File: src/rtl/mbps_pkg.sv
// Package for the motor button press sequencer.
// Holds the word types, opcode and command state codes, and register indexes.
// No dependencies; every other file in rtl uses it.
package mbps_pkg;

  // Opcodes of an input word.
  localparam logic [2:0] OP_TICK     = 3'd0;
  localparam logic [2:0] OP_HOST_CW  = 3'd1;
  localparam logic [2:0] OP_HOST_CCW = 3'd2;
  localparam logic [2:0] OP_HOST_STOP = 3'd3;
  localparam logic [2:0] OP_KNOB     = 3'd4;

  // Command machine states, as reported in command_state.
  localparam logic [2:0] CMD_REST = 3'd0;
  localparam logic [2:0] CMD_CW   = 3'd1;
  localparam logic [2:0] CMD_CCW  = 3'd2;
  localparam logic [2:0] CMD_OFF  = 3'd3;
  localparam logic [2:0] CMD_ON   = 3'd4;

  // Configuration register indexes.
  localparam int unsigned CFG_IDX_W = 3;
  localparam logic [CFG_IDX_W-1:0] CFG_PRESS_TICKS    = 3'd0;
  localparam logic [CFG_IDX_W-1:0] CFG_RUN_TICKS      = 3'd1;
  localparam logic [CFG_IDX_W-1:0] CFG_KNOB_THRESHOLD = 3'd2;
  localparam logic [CFG_IDX_W-1:0] CFG_BUTTON_RELOAD  = 3'd3;
  localparam logic [CFG_IDX_W-1:0] CFG_LIMIT_RELOAD   = 3'd4;
  localparam int unsigned CFG_DATA_W = 10;

  // Register reset values.
  localparam logic [7:0] PRESS_TICKS_RST    = 8'd4;
  localparam logic [7:0] RUN_TICKS_RST      = 8'd20;
  localparam logic [9:0] KNOB_THRESHOLD_RST = 10'd500;
  localparam logic [7:0] BUTTON_RELOAD_RST  = 8'd8;
  localparam logic [7:0] LIMIT_RELOAD_RST   = 8'd4;

  // Lamp and blink patterns of a timed run.
  localparam logic [1:0] LAMP_CW  = 2'b10;
  localparam logic [1:0] LAMP_CCW = 2'b01;

  typedef struct packed {
    logic [2:0] opcode;
    logic       button_one_level;
    logic       button_two_level;
    logic       sensor_one_level;
    logic       sensor_two_level;
    logic       drive_running;
    logic       drive_cw_mode;
    logic       knob_channel;
    logic [9:0] knob_level;
  } in_word_t;

  typedef struct packed {
    logic       dir_press_low;
    logic       power_press_low;
    logic [2:0] command_state;
    logic       execute_mode;
    logic       run_active;
    logic       led_one;
    logic       led_two;
    logic [3:0] blink_mask;
    logic       limit_one;
    logic       limit_two;
    logic       button_one_event;
    logic       button_two_event;
  } out_word_t;

  // Class of a word as decoded by the front end.
  typedef enum logic [2:0] {
    CLS_TICK,
    CLS_HOST_CW,
    CLS_HOST_CCW,
    CLS_HOST_STOP,
    CLS_KNOB,
    CLS_NONE
  } op_class_t;

  // Queue entry handed from the front end to the back end.
  typedef struct packed {
    op_class_t  cls;
    logic       button_one_level;
    logic       button_two_level;
    logic       sensor_one_level;
    logic       sensor_two_level;
    logic       drive_running;
    logic       drive_cw_mode;
    logic       knob_channel;
    logic [9:0] knob_level;
  } cmd_item_t;

  // Queue status seen by the front end.
  typedef struct packed {
    logic full;
    logic empty;
  } queue_status_t;

endpackage

File: src/rtl/mbps_front.sv
// Front end of the motor button press sequencer: accepts input words and
// classifies them by opcode into queue entries.
// Depends on mbps_pkg.
module mbps_front (
  input  logic                    in_valid,
  output logic                    in_stall,
  input  mbps_pkg::in_word_t      in_word,
  input  mbps_pkg::queue_status_t q_status,
  output logic                    q_push,
  output mbps_pkg::cmd_item_t     q_item
);

  mbps_pkg::op_class_t cls;

  always_comb begin
    unique case (in_word.opcode)
      mbps_pkg::OP_TICK:      cls = mbps_pkg::CLS_TICK;
      mbps_pkg::OP_HOST_CW:   cls = mbps_pkg::CLS_HOST_CW;
      mbps_pkg::OP_HOST_CCW:  cls = mbps_pkg::CLS_HOST_CCW;
      mbps_pkg::OP_HOST_STOP: cls = mbps_pkg::CLS_HOST_STOP;
      mbps_pkg::OP_KNOB:      cls = mbps_pkg::CLS_KNOB;
      default:                cls = mbps_pkg::CLS_NONE;
    endcase
  end

  assign in_stall = q_status.full;
  assign q_push   = in_valid & ~q_status.full;

  always_comb begin
    q_item.cls              = cls;
    q_item.button_one_level = in_word.button_one_level;
    q_item.button_two_level = in_word.button_two_level;
    q_item.sensor_one_level = in_word.sensor_one_level;
    q_item.sensor_two_level = in_word.sensor_two_level;
    q_item.drive_running    = in_word.drive_running;
    q_item.drive_cw_mode    = in_word.drive_cw_mode;
    q_item.knob_channel     = in_word.knob_channel;
    q_item.knob_level       = in_word.knob_level;
  end

endmodule

File: src/rtl/mbps_queue.sv
// Two-entry queue between the front end and the back end of the sequencer.
// Depends on mbps_pkg for the entry type.
module mbps_queue (
  input  logic                    clk,
  input  logic                    rst_n,
  input  logic                    push,
  input  mbps_pkg::cmd_item_t     push_item,
  input  logic                    pop,
  output mbps_pkg::cmd_item_t     head_item,
  output mbps_pkg::queue_status_t status
);

  mbps_pkg::cmd_item_t mem_r [2];
  logic       wr_ptr_r, wr_ptr_nxt;
  logic       rd_ptr_r, rd_ptr_nxt;
  logic [1:0] count_r, count_nxt;

  always_comb begin
    wr_ptr_nxt = push ? ~wr_ptr_r : wr_ptr_r;
    rd_ptr_nxt = pop ? ~rd_ptr_r : rd_ptr_r;
    count_nxt  = count_r + {1'b0, push} - {1'b0, pop};
  end

  always_ff @(posedge clk) begin
    if (!rst_n) begin
      wr_ptr_r <= 1'b0;
      rd_ptr_r <= 1'b0;
      count_r  <= 2'd0;
    end else begin
      wr_ptr_r <= wr_ptr_nxt;
      rd_ptr_r <= rd_ptr_nxt;
      count_r  <= count_nxt;
    end
  end

  always_ff @(posedge clk) begin
    if (push) begin
      mem_r[wr_ptr_r] <= push_item;
    end
  end

  assign head_item    = mem_r[rd_ptr_r];
  assign status.full  = count_r[1];
  assign status.empty = (count_r == 2'd0);

endmodule

File: src/rtl/mbps_back.sv
// Back end of the sequencer: configuration registers, debounce counters,
// the command machine and run countdown, and the registered output word.
// Depends on mbps_pkg.
module mbps_back (
  input  logic                               clk,
  input  logic                               rst_n,
  input  logic                               cfg_we,
  input  logic [mbps_pkg::CFG_IDX_W-1:0]     cfg_index,
  input  logic [mbps_pkg::CFG_DATA_W-1:0]    cfg_wdata,
  input  mbps_pkg::queue_status_t            q_status,
  input  mbps_pkg::cmd_item_t                q_item,
  output logic                               q_pop,
  output logic                               out_valid,
  input  logic                               out_stall,
  output mbps_pkg::out_word_t                out_word
);

  typedef struct packed {
    logic [7:0] press_ticks;
    logic [7:0] run_ticks;
    logic [9:0] knob_threshold;
    logic [7:0] button_reload;
    logic [7:0] limit_reload;
  } cfg_t;

  typedef struct packed {
    logic [2:0] cmd;
    logic [7:0] press_cnt;
    logic [7:0] pre_cnt;
    logic [7:0] btn_one_cnt;
    logic [7:0] btn_two_cnt;
    logic [7:0] lim_one_cnt;
    logic [7:0] lim_two_cnt;
    logic [7:0] run_left;
    logic       run_flag;
    logic       host_test;
    logic       dir_cw;
    logic       dir_ccw;
    logic [1:0] lim_flags;
    logic [1:0] lamp_bits;
    logic [3:0] blink_bits;
    logic       exec_flag;
    logic [1:0] knob_armed;
    logic       dir_low;
    logic       power_low;
  } seq_state_t;

  cfg_t                cfg_r, cfg_nxt;
  seq_state_t          st_r, st_nxt;
  seq_state_t          st_rst;
  logic                out_valid_r, out_valid_nxt;
  mbps_pkg::out_word_t out_word_r, out_word_nxt;
  logic                take;

  // Any request reloads both delays; a new command only lands from idle.
  function automatic seq_state_t do_request(seq_state_t s, logic [2:0] cmd,
                                            logic [7:0] pt);
    seq_state_t r;
    r = s;
    r.exec_flag = 1'b1;
    if (r.cmd == mbps_pkg::CMD_REST) begin
      r.cmd = cmd;
    end
    r.press_cnt = pt;
    r.pre_cnt   = pt;
    return r;
  endfunction

  function automatic seq_state_t do_arm(seq_state_t s, logic cw, logic [7:0] rt,
                                        logic [7:0] pt);
    seq_state_t r;
    r = s;
    r.run_flag   = 1'b1;
    r.run_left   = rt;
    r.dir_cw     = cw;
    r.dir_ccw    = ~cw;
    r.blink_bits = {2'b00, cw ? mbps_pkg::LAMP_CW : mbps_pkg::LAMP_CCW};
    r.lamp_bits  = cw ? mbps_pkg::LAMP_CW : mbps_pkg::LAMP_CCW;
    return do_request(r, cw ? mbps_pkg::CMD_CW : mbps_pkg::CMD_CCW, pt);
  endfunction

  // Hold a press line while the hold count lasts, then release and go idle.
  // Returns the new state, with the new line level in power_low or dir_low.
  function automatic seq_state_t do_hold(seq_state_t s, logic power_line);
    seq_state_t r;
    logic       line;
    r = s;
    if (r.press_cnt != 8'd0) begin
      line = 1'b1;
    end else begin
      line  = 1'b0;
      r.cmd = mbps_pkg::CMD_REST;
    end
    r.press_cnt = r.press_cnt - 8'd1;
    if (power_line) begin
      r.power_low = line;
    end else begin
      r.dir_low = line;
    end
    return r;
  endfunction

  function automatic seq_state_t do_power(seq_state_t s, logic need);
    seq_state_t r;
    r = s;
    if (r.pre_cnt == 8'd0) begin
      if (need) begin
        r = do_hold(r, 1'b1);
      end else begin
        r.cmd = mbps_pkg::CMD_REST;
      end
    end else begin
      r.pre_cnt = r.pre_cnt - 8'd1;
    end
    return r;
  endfunction

  always_comb begin
    cfg_nxt = cfg_r;
    if (cfg_we) begin
      unique case (cfg_index)
        mbps_pkg::CFG_PRESS_TICKS:    cfg_nxt.press_ticks    = cfg_wdata[7:0];
        mbps_pkg::CFG_RUN_TICKS:      cfg_nxt.run_ticks      = cfg_wdata[7:0];
        mbps_pkg::CFG_KNOB_THRESHOLD: cfg_nxt.knob_threshold = cfg_wdata;
        mbps_pkg::CFG_BUTTON_RELOAD:  cfg_nxt.button_reload  = cfg_wdata[7:0];
        mbps_pkg::CFG_LIMIT_RELOAD:   cfg_nxt.limit_reload   = cfg_wdata[7:0];
        default: ;
      endcase
    end
  end

  // State after reset: idle, delays and debounce counts at their defaults.
  always_comb begin
    st_rst             = '0;
    st_rst.cmd         = mbps_pkg::CMD_REST;
    st_rst.press_cnt   = mbps_pkg::PRESS_TICKS_RST;
    st_rst.pre_cnt     = mbps_pkg::PRESS_TICKS_RST;
    st_rst.btn_one_cnt = mbps_pkg::BUTTON_RELOAD_RST;
    st_rst.btn_two_cnt = mbps_pkg::BUTTON_RELOAD_RST;
    st_rst.lim_one_cnt = mbps_pkg::LIMIT_RELOAD_RST;
    st_rst.lim_two_cnt = mbps_pkg::LIMIT_RELOAD_RST;
  end

  assign take  = ~q_status.empty & (~out_valid_r | ~out_stall);
  assign q_pop = take;

  always_comb begin
    seq_state_t n;
    logic       ev1;
    logic       ev2;
    logic [1:0] kbit;
    logic       kactive;
    n    = st_r;
    ev1  = 1'b0;
    ev2  = 1'b0;
    kbit = q_item.knob_channel ? 2'b10 : 2'b01;
    kactive = q_item.knob_channel ? st_r.dir_ccw : st_r.dir_cw;

    case (q_item.cls)
      mbps_pkg::CLS_TICK: begin
        // Push button one: cancel to idle.
        if (!q_item.button_one_level) begin
          if (n.btn_one_cnt == 8'd0) begin
            ev1 = 1'b1;
            n.lamp_bits[0] = 1'b1;
            n.blink_bits   = 4'd0;
            n.exec_flag    = 1'b0;
            n.cmd          = mbps_pkg::CMD_REST;
            n.press_cnt    = cfg_r.press_ticks;
            n.pre_cnt      = cfg_r.press_ticks;
          end
          n.btn_one_cnt = n.btn_one_cnt - 8'd1;
        end else begin
          n.btn_one_cnt = cfg_r.button_reload;
        end
        // Push button two: request off.
        if (!q_item.button_two_level) begin
          if (n.btn_two_cnt == 8'd0) begin
            ev2 = 1'b1;
            n.lamp_bits[1] = 1'b1;
            n.blink_bits   = 4'd0;
            n = do_request(n, mbps_pkg::CMD_OFF, cfg_r.press_ticks);
          end
          n.btn_two_cnt = n.btn_two_cnt - 8'd1;
        end else begin
          n.btn_two_cnt = cfg_r.button_reload;
        end
        // Limit sensor one stops a clockwise run.
        if (q_item.sensor_one_level) begin
          if (n.lim_one_cnt == 8'd0) begin
            n.lim_flags[0] = 1'b1;
            n.lamp_bits[0] = 1'b1;
            n.blink_bits   = 4'd0;
            if (q_item.drive_running && n.dir_cw) begin
              n.exec_flag = 1'b1;
              if (n.cmd == mbps_pkg::CMD_REST) begin
                n.cmd = mbps_pkg::CMD_OFF;
              end
            end
            n.press_cnt = cfg_r.press_ticks;
            n.pre_cnt   = cfg_r.press_ticks;
          end
          n.lim_one_cnt = n.lim_one_cnt - 8'd1;
        end else begin
          n.lim_flags[0] = 1'b0;
          n.lim_one_cnt  = cfg_r.limit_reload;
        end
        // Limit sensor two stops a counterclockwise run.
        if (q_item.sensor_two_level) begin
          if (n.lim_two_cnt == 8'd0) begin
            n.lim_flags[1] = 1'b1;
            n.lamp_bits[1] = 1'b1;
            n.blink_bits   = 4'd0;
            if (q_item.drive_running && n.dir_ccw) begin
              n.exec_flag = 1'b1;
              if (n.cmd == mbps_pkg::CMD_REST) begin
                n.cmd = mbps_pkg::CMD_OFF;
              end
            end
            n.press_cnt = cfg_r.press_ticks;
            n.pre_cnt   = cfg_r.press_ticks;
          end
          n.lim_two_cnt = n.lim_two_cnt - 8'd1;
        end else begin
          n.lim_flags[1] = 1'b0;
          n.lim_two_cnt  = cfg_r.limit_reload;
        end

        unique case (n.cmd)
          mbps_pkg::CMD_REST: begin
            n.dir_low   = 1'b0;
            n.power_low = 1'b0;
            n.press_cnt = cfg_r.press_ticks;
            n.pre_cnt   = cfg_r.press_ticks;
          end
          mbps_pkg::CMD_CW: begin
            if (!q_item.drive_cw_mode) begin
              n = do_hold(n, 1'b0);
            end else begin
              n.cmd = mbps_pkg::CMD_ON;
            end
          end
          mbps_pkg::CMD_CCW: begin
            if (q_item.drive_cw_mode) begin
              n = do_hold(n, 1'b0);
            end else begin
              n.press_cnt = cfg_r.press_ticks;
              n.pre_cnt   = cfg_r.press_ticks;
              n.cmd       = mbps_pkg::CMD_ON;
            end
          end
          mbps_pkg::CMD_OFF: n = do_power(n, q_item.drive_running);
          mbps_pkg::CMD_ON:  n = do_power(n, ~q_item.drive_running);
          default: begin
            n.cmd       = mbps_pkg::CMD_REST;
            n.press_cnt = cfg_r.press_ticks;
            n.pre_cnt   = cfg_r.press_ticks;
          end
        endcase

        // Run countdown; an expired knob run forces the off command.
        if (n.run_left != 8'd0 && n.run_flag) begin
          n.run_left = n.run_left - 8'd1;
        end else if (n.run_flag && !n.host_test) begin
          n.run_flag = 1'b0;
          n.cmd      = mbps_pkg::CMD_OFF;
        end
      end
      mbps_pkg::CLS_HOST_CW: begin
        n.host_test = 1'b1;
        n.lim_flags = 2'b00;
        n = do_arm(n, 1'b1, cfg_r.run_ticks, cfg_r.press_ticks);
      end
      mbps_pkg::CLS_HOST_CCW: begin
        n.host_test = 1'b1;
        n = do_arm(n, 1'b0, cfg_r.run_ticks, cfg_r.press_ticks);
      end
      mbps_pkg::CLS_HOST_STOP: begin
        n.host_test  = 1'b0;
        n.blink_bits = 4'd0;
        n = do_request(n, mbps_pkg::CMD_OFF, cfg_r.press_ticks);
      end
      mbps_pkg::CLS_KNOB: begin
        if (q_item.knob_level < cfg_r.knob_threshold) begin
          if ((n.knob_armed & kbit) != 2'b00) begin
            if (!kactive) begin
              n.knob_armed = n.knob_armed & ~kbit;
            end
          end else begin
            n.knob_armed = n.knob_armed | kbit;
            n = do_arm(n, ~q_item.knob_channel, cfg_r.run_ticks, cfg_r.press_ticks);
          end
        end else begin
          n.knob_armed = n.knob_armed | kbit;
          if (q_item.knob_channel) begin
            n.dir_ccw = 1'b0;
          end else begin
            n.dir_cw = 1'b0;
          end
        end
      end
      default: ;
    endcase

    st_nxt = take ? n : st_r;

    out_word_nxt.dir_press_low    = n.dir_low;
    out_word_nxt.power_press_low  = n.power_low;
    out_word_nxt.command_state    = n.cmd;
    out_word_nxt.execute_mode     = n.exec_flag;
    out_word_nxt.run_active       = n.run_flag;
    out_word_nxt.led_one          = n.lamp_bits[0];
    out_word_nxt.led_two          = n.lamp_bits[1];
    out_word_nxt.blink_mask       = n.blink_bits;
    out_word_nxt.limit_one        = n.lim_flags[0];
    out_word_nxt.limit_two        = n.lim_flags[1];
    out_word_nxt.button_one_event = ev1;
    out_word_nxt.button_two_event = ev2;
  end

  always_comb begin
    if (take) begin
      out_valid_nxt = 1'b1;
    end else if (out_stall) begin
      out_valid_nxt = out_valid_r;
    end else begin
      out_valid_nxt = 1'b0;
    end
  end

  always_ff @(posedge clk) begin
    if (!rst_n) begin
      cfg_r.press_ticks    <= mbps_pkg::PRESS_TICKS_RST;
      cfg_r.run_ticks      <= mbps_pkg::RUN_TICKS_RST;
      cfg_r.knob_threshold <= mbps_pkg::KNOB_THRESHOLD_RST;
      cfg_r.button_reload  <= mbps_pkg::BUTTON_RELOAD_RST;
      cfg_r.limit_reload   <= mbps_pkg::LIMIT_RELOAD_RST;
      st_r                 <= st_rst;
      out_valid_r          <= 1'b0;
    end else begin
      cfg_r       <= cfg_nxt;
      st_r        <= st_nxt;
      out_valid_r <= out_valid_nxt;
    end
  end

  always_ff @(posedge clk) begin
    if (take) begin
      out_word_r <= out_word_nxt;
    end
  end

  assign out_valid = out_valid_r;
  assign out_word  = out_word_r;

endmodule

File: src/rtl/motor_button_press_sequencer.sv
// Top level of the motor button press sequencer.
// Instantiates mbps_front, mbps_queue and mbps_back; depends on mbps_pkg.
//
// Usage: each input word carries an opcode (tick, host run clockwise, host
// run counterclockwise, host stop, knob sample) with the sampled button,
// sensor, drive status and knob levels. Every accepted word yields exactly
// one result word with the press line levels, the command state, the mode,
// run and lamp status, the debounced limit flags and the button events.
// Both channels use valid and stall; a word moves at an edge with valid high
// and stall low. The front end decodes the opcode and places the word in a
// two-entry queue; the back end pops it, updates all state and registers
// the result in the output register. One word per cycle is sustained while
// the receiver does not stall. When the receiver stalls, the output word
// holds, the queue fills, and in_stall rises once both entries are taken.
// The configuration port writes one register per cycle with cfg_we; the
// user must write it only while no word is in flight; the block does not
// enforce this. Synchronous reset restores the register defaults and the
// idle state and empties the queue.
module motor_button_press_sequencer (
  input  logic                            clk,
  input  logic                            rst_n,
  input  logic                            cfg_we,
  input  logic [mbps_pkg::CFG_IDX_W-1:0]  cfg_index,
  input  logic [mbps_pkg::CFG_DATA_W-1:0] cfg_wdata,
  input  logic                            in_valid,
  output logic                            in_stall,
  input  mbps_pkg::in_word_t              in_word,
  output logic                            out_valid,
  input  logic                            out_stall,
  output mbps_pkg::out_word_t             out_word
);

  mbps_pkg::queue_status_t q_status;
  mbps_pkg::cmd_item_t     push_item;
  mbps_pkg::cmd_item_t     head_item;
  logic                    q_push;
  logic                    q_pop;

  // Front end: accept and classify.
  mbps_front u_front (
    .in_valid (in_valid),
    .in_stall (in_stall),
    .in_word  (in_word),
    .q_status (q_status),
    .q_push   (q_push),
    .q_item   (push_item)
  );

  // Queue that lets each side stall on its own.
  mbps_queue u_queue (
    .clk       (clk),
    .rst_n     (rst_n),
    .push      (q_push),
    .push_item (push_item),
    .pop       (q_pop),
    .head_item (head_item),
    .status    (q_status)
  );

  // Back end: debounce, command machine, run countdown, output register.
  mbps_back u_back (
    .clk       (clk),
    .rst_n     (rst_n),
    .cfg_we    (cfg_we),
    .cfg_index (cfg_index),
    .cfg_wdata (cfg_wdata),
    .q_status  (q_status),
    .q_item    (head_item),
    .q_pop     (q_pop),
    .out_valid (out_valid),
    .out_stall (out_stall),
    .out_word  (out_word)
  );

endmodule

File: config.mk
export PLATFORM = sky130hd
export DESIGN_NAME = motor_button_press_sequencer
export DESIGN_NICKNAME = d
export VERILOG_FILES = /design/src/rtl/mbps_pkg.sv /design/src/rtl/mbps_front.sv /design/src/rtl/mbps_queue.sv /design/src/rtl/mbps_back.sv /design/src/rtl/motor_button_press_sequencer.sv
export SDC_FILE = /design/constraint.sdc
export NUM_CORES = 1
export LEC_CHECK = 0
export BUFFER_PORTS_ARGS = -buffer_cell sky130_fd_sc_hd__buf_2
export CAP_MARGIN = 0
export CORE_UTILIZATION = 30
export CTS_BUF_LIST = sky130_fd_sc_hd__clkbuf_4
export DETAILED_ROUTE_END_ITERATION = 10
export RECOVER_POWER = 25
export SLEW_MARGIN = 5
export SYNTH_ARGS = -nofsm -noshare
export SYNTH_HDL_FRONTEND = slang
export SYNTH_HIERARCHICAL = 1
export SYNTH_SLANG_ARGS = --single-unit
File: constraint.sdc
create_clock -name clk -period 5.88 [get_ports clk]
set_input_delay 0.882 -clock clk [delete_from_list [all_inputs] [get_ports clk]]
set_output_delay 0.882 -clock clk [all_outputs]
set_load 0.02 [all_outputs]
After elaboration in Yosys (flattened, before gate mapping)
Memories as Yosys holds them, arrays and structs flattened. A register that Yosys moved wholly into a read port is not among the register bits.
Cells that the tools add are included.
{"block": "totals", "ff_bits": 140, "latchBits": 0, "ramBits": 40, "romBits": 0, "inputBits": 38, "elab_cells": 225, "mem_count": 1}
{"block": "op_classes", "addsub": 9, "mul": 0, "div_mod_pow": 0, "magnitude_cmp": 1, "n_eq_ne": 23, "n_shift": 0, "n_mux": 92, "bitwise": 19, "n_reduce_logical": 40}
{"name": "u_queue.mem_r", "words": 2, "width": 20, "rd": 1, "rd_ports_with_merged_regs": 1, "write_ports": 1, "line": "mbps_queue.sv:13", "rtl": "mbps_pkg::cmd_item_t mem_r [2];"}
{"op": "$pmux 76 s5", "n": 1}
{"op": "$mux 76", "n": 3}
{"op": "$pmux 55 s4", "n": 1}
{"op": "$mux 73", "n": 3}
{"op": "$mux 19", "n": 10}
{"op": "$mux 57", "n": 2}
{"op": "$mux 41", "n": 2}
{"op": "$mux 72", "n": 1}
{"op": "$pmux 16 s4", "n": 1}
{"op": "$mux 61", "n": 1}
{"op": "$mux 8", "n": 7}
{"op": "$sub 8x1->8 const B", "n": 7}
{"op": "$mux 55", "n": 1}
{"op": "$mux 27", "n": 2}
{"op": "$mux 3", "n": 15}
{"op": "$logic_not 8->1", "n": 5}
{"op": "$pmux 3 s5", "n": 2}
{"op": "$eq 3x2->1 const B", "n": 8}
{"op": "$logic_not 3->1", "n": 8}
{"op": "$mux 6", "n": 4}
{"op": "$mux 1", "n": 22}
{"op": "$mux 11", "n": 2}
{"op": "$mux 2", "n": 8}
{"op": "$reduce_bool 8->1", "n": 2}
{"op": "other kinds (31)", "n": 66}

Depth between registers and ports, before layout
{"block": "depth", "word_depth": 34, "ltp_mapped": 19, "depth_no_buf": 16}

Hierarchy
Netlist, hierarchy kept.
{"module": "mbps_back", "n_inst": 1, "cells_per_inst": 1131, "area_each_um2": 8339.2}
{"module": "mbps_queue", "n_inst": 1, "cells_per_inst": 83, "area_each_um2": 1677.9}
{"module": "mbps_front", "n_inst": 1, "cells_per_inst": 22, "area_each_um2": 158.9}

Worst setup path after synthesis
OpenSTA, ideal clock, no wires.
{"block": "synth_path", "path_kind": "register -> register", "start": "register with a tool-made name", "end": "register u_back.out_word_r (netlist bit u_back/out_word[15]) (data pin)", "setup_time_ns": 0.276, "arrival_ns": 4.105, "setup_slack_ns": 1.499, "path_stages_with_launch": 20, "path_buffers": 5, "synth_period_minus_slack_ns": 4.381, "cell_sequence": "dfxtp_1 buf_6 mux2_2 buf_2 nor4b_1 nand2_1 and4_1 buf_2 buf_2 clkbuf_1 a21oi_1 ha_1 nor3b_2 or3b_2 nor3_1 mux2_4 a21o_2 nand2_1 o41ai_1 o31ai_1"}
{"item": "end signal: assignment", "line": "mbps_back.sv:349", "rtl": "out_word_r <= out_word_nxt;"}
{"item": "end: declaration", "line": "mbps_back.sv:52", "rtl": "mbps_pkg::out_word_t out_word_r, out_word_nxt;"}

==> out/results.tsv <==
stage	metric	value	unit
place	Post-Place Cell Area	10700	um^2
sta	Tcrit/Tclk final	85.9	%
sta	fmax	198	MHz
cts	H-tree depth	4	
yosys	warnings from Yosys	6	
yosys	leading cell types by count after synthesis	195 x nand2_1, 130 x a21oi_1, 124 x dfxtp_1, 108 x nor2_1, 82 x o21ai_0	
worst_setup_path	WP data required	6.40	ns
detailed_routing	First DRT Iteration DRCs	1270	
floorplan	die height	186	um
sta	Worst Skew	0.0288	ns
worst_setup_path	CP max stage cell	mux2_2	
cts	postcts setup bufs	0	
global_route	largest net degree at the start of global routing	55	
worst_setup_path	WP data arrival	5.57	ns
detailed_routing	vias	9364	
cts	Clock Sinks	181	
worst_setup_path	CP max FO	22	
place	RD Place Congestion	0.908	
sta	# setup viols final	0	
detailed_routing	DRT Pass-1 Iters	7	
floorplan	row cnt	67	
detailed_routing	final WL	30400	um
run_status	status	finished clean	
cells_and_area	fin area	11000	um^2
worst_setup_path	Top Family by Delay on Critical Path	simple AND/OR/NAND/NOR gates	
yosys	sequential-to-total area share from yosys stat	41.2	%
yosys	most frequent cell after synthesis	nand2_1	
place	Detailed Place HPWL	20800	um
floorplan	DIE AREA	34700	um^2
floorplan	chip width	186	um
cts	hold buffer count at cts	0	
worst_setup_path	buffer and inverter count on the worst path	0	
sta	setup TNS	0	ns
yosys	Mapped Cells	1236	
cts	CTS clk-pin slew, worst paths	0.19	ns
yosys	syn avg cell area	8.23	um^2
worst_setup_path	r2r setup slk	0.83	ns
yosys	ys async rst share	0	%
cts	Post-CTS Resized	0	
cells_and_area	Layout area overhead	8.02	%
worst_hold_path	WHS Path Cells	1	
worst_hold_path	hold path start	in_word[1]	
global_route	vias in the first global route	8545	
sta	Fin. Hold Viols	0	
global_route	initial antenna violation count	1	
worst_setup_path	Crit. End Element	flop	
cells_and_area	Final #Nets	1289	
yosys	post-synth cell types	86	
worst_setup_path	WS Path Type	reg2reg	
yosys	syn_nets	1296	
yosys	post-synth top area share	24.4	%
cts	CTS Buffer Depth	2	
worst_setup_path	crit path launch type	flop	
sta	Worst-Margin Slew	1.20	ns
yosys	ranking of synthesized cells by area	dfxtp_1 24%, edfxtp_1 17%, nand2_1 7.2%	
detailed_routing	antenna viol nets, final	0	
cells_and_area	layout cells sized above 1	11.4	%
floorplan	Core Region	33400	um^2
power	VDD IR max	0.000161	V
yosys	Yosys reg bits	181	
detailed_routing	routed len/inst	18.0	um
sta	minimum clock period	5.05	ns
worst_setup_path	R2R cell count	14	
worst_hold_path	Worst Hold Path EP	u_queue/mem_r[1][1]	
floorplan	# IOs	57	
yosys	Synth area leader	dfxtp_1	
global_route	first-pass GRT wire length	47300	um
run	maxcap violations	0	
worst_setup_path	worst r2r dst	u_back/st_r[68]	
sta	Slew headroom	19.8	%
worst_hold_path	Hold Path Class	in2reg	
yosys	top_reg_cell synth	dfxtp_1	
sta	RSZ-0062 raised after global routing	no	
cts	CTS Buf Count	17	
sta	Slew Limit Fails	0	
global_route	GRT Total Usage	17.7	%
place	number of I/O port buffers	56	
power	Power Density	424	nW/um^2
detailed_routing	drc violations	0	
yosys	Post-synth EDFFs	57	
cts	Worst-Skew Late Latency	0.62	ns
cts	CTS tree	done	
cts	root buf cell	clkbuf_4	
worst_setup_path	Slowest Stage Delay on Critical Path	0.53	ns
floorplan	starting density of the core	30.4	%
detailed_routing	number of vias per cell	5.53	
worst_setup_path	worst-path cell chain	mux2_2 > nor2_1 > nand4b_1 > and4_1 > mux2i_1 > ha_1 > nor3b_2 > or3b_2 > nor3_1 > mux2_4 > a21o_2 > nand3_1 > a221o_1 > a32o_1	
global_route	total grt overflow	0	
power	static leakage	0.00382	uW
yosys	Cell Area, Synth	10200	um^2
power by group:
| part | switching [uW] | leakage, uW | total (uW) | internal [uW] |
|---|---|---|---|---|
| Combinational | 1450 | 0.00210 | 2190 | 744 |
| Sequential | 159 | 0.00155 | 1680 | 1520 |
| Clock | 540 | 0.000170 | 786 | 246 |
cell usage in the layout, fill, tap and decap left out, types with 7 or more instances in the layout:
cell | Yosys | routed
a211oi_1 | 12 | 12
a21oi_1 | 130 | 130
a22oi_1 | 13 | 13
a31oi_1 | 27 | 26
a32o_1 | 8 | 8
and2_1 | 16 | 16
and3_1 | 7 | 7
buf_2 | 8 | 42
buf_4 | 19 | 13
clkbuf_1 | 66 | 15
clkbuf_4 | 0 | 17
dfxtp_1 | 124 | 124
edfxtp_1 | 57 | 57
ha_1 | 22 | 22
inv_1 | 36 | 35
mux2_2 | 23 | 23
mux2i_1 | 10 | 10
nand2_1 | 195 | 195
nand2b_1 | 12 | 12
nand3_1 | 28 | 28
nor2_1 | 108 | 107
nor2b_1 | 8 | 7
nor3_1 | 37 | 37
nor4_1 | 13 | 13
o211ai_1 | 20 | 20
o21a_1 | 7 | 7
o21ai_0 | 82 | 82
o22ai_1 | 14 | 14
o31ai_1 | 7 | 7
xnor2_1 | 7 | 7
flip-flops by register name (all words and copies together), names as in the netlist, named ones only:
register          count
u_back/st_r          76
u_back/cfg_r         42
u_queue/mem_r        40
u_back/out_word      17
u_queue/count_r       2
u_back/out_valid      1
u_queue/rd_ptr_r      1
u_queue/wr_ptr_r      1
worst max-delay path by stage:
stage / slack [ns] / from / end / cells past startpoint
after floorplan: 1.50 / flop / u_back/out_word[15] / 19
after global placement: 1.15 / flop / u_back/st_r[68] / 14
after detailed placement: 0.94 / flop / u_back/st_r[68] / 14
after CTS: 0.91 / flop / u_back/st_r[68] / 14
after global routing: 0.54 / flop / u_back/st_r[68] / 14
final: 0.83 / flop / u_back/st_r[68] / 14
cells by family (layout without fill, tap and decap cells):
| family | count (synthesis) | count (layout) | synth area share [%] |
|---|---|---|---|
| xor+xnor | 14 | 14 | 1.34 |
| compound gates | 384 | 384 | 23.7 |
| mux | 34 | 34 | 3.68 |
| flops | 181 | 181 | 41.2 |
| buf+inv | 133 | 139 | 5.85 |
| simple gates | 468 | 468 | 21.6 |
| fa+ha+maj | 22 | 22 | 2.70 |
| other cells | 0 | 2 | 0 |
metal layers:
metal | share of wire [%] | GRT usage, % | vias to the layer above
li1 | - | - | 4484
met1 | 45 | 24.1 | 4430
met2 | 46 | 28.6 | 400
met3 | 7.0 | 2.90 | 50
met4 | 1.7 | 5.34 | 0
met5 | 0 | 0 | -
final cells by class:
type	instances	area [um^2]
Fill cell	3543	22500
Multi-Input combinational cell	922	5400
Sequential cell	181	4190
Tap cell	448	561
Timing Repair Buffer	70	364
Clock inverter	15	199
Inverter	37	139
Clock buffer	17	128
Antenna cell	2	5.00
through the flow:
step	hold WS, ns	total power, uW	utilization [%]	std cells	setup slack [ns]
finish	0.437	4660	32.9	1692	0.831
global route	0.395	4950	32.9	1692	0.535
CTS	0.392	4630	32.9	1690	0.911
detailed placement	0.414	3840	31.9	1658	0.941
global placement	0.410	3830	31.9	1658	1.15
floorplan	0.404	3260	-	1236	1.50
(Power assumes the default switching activity.)
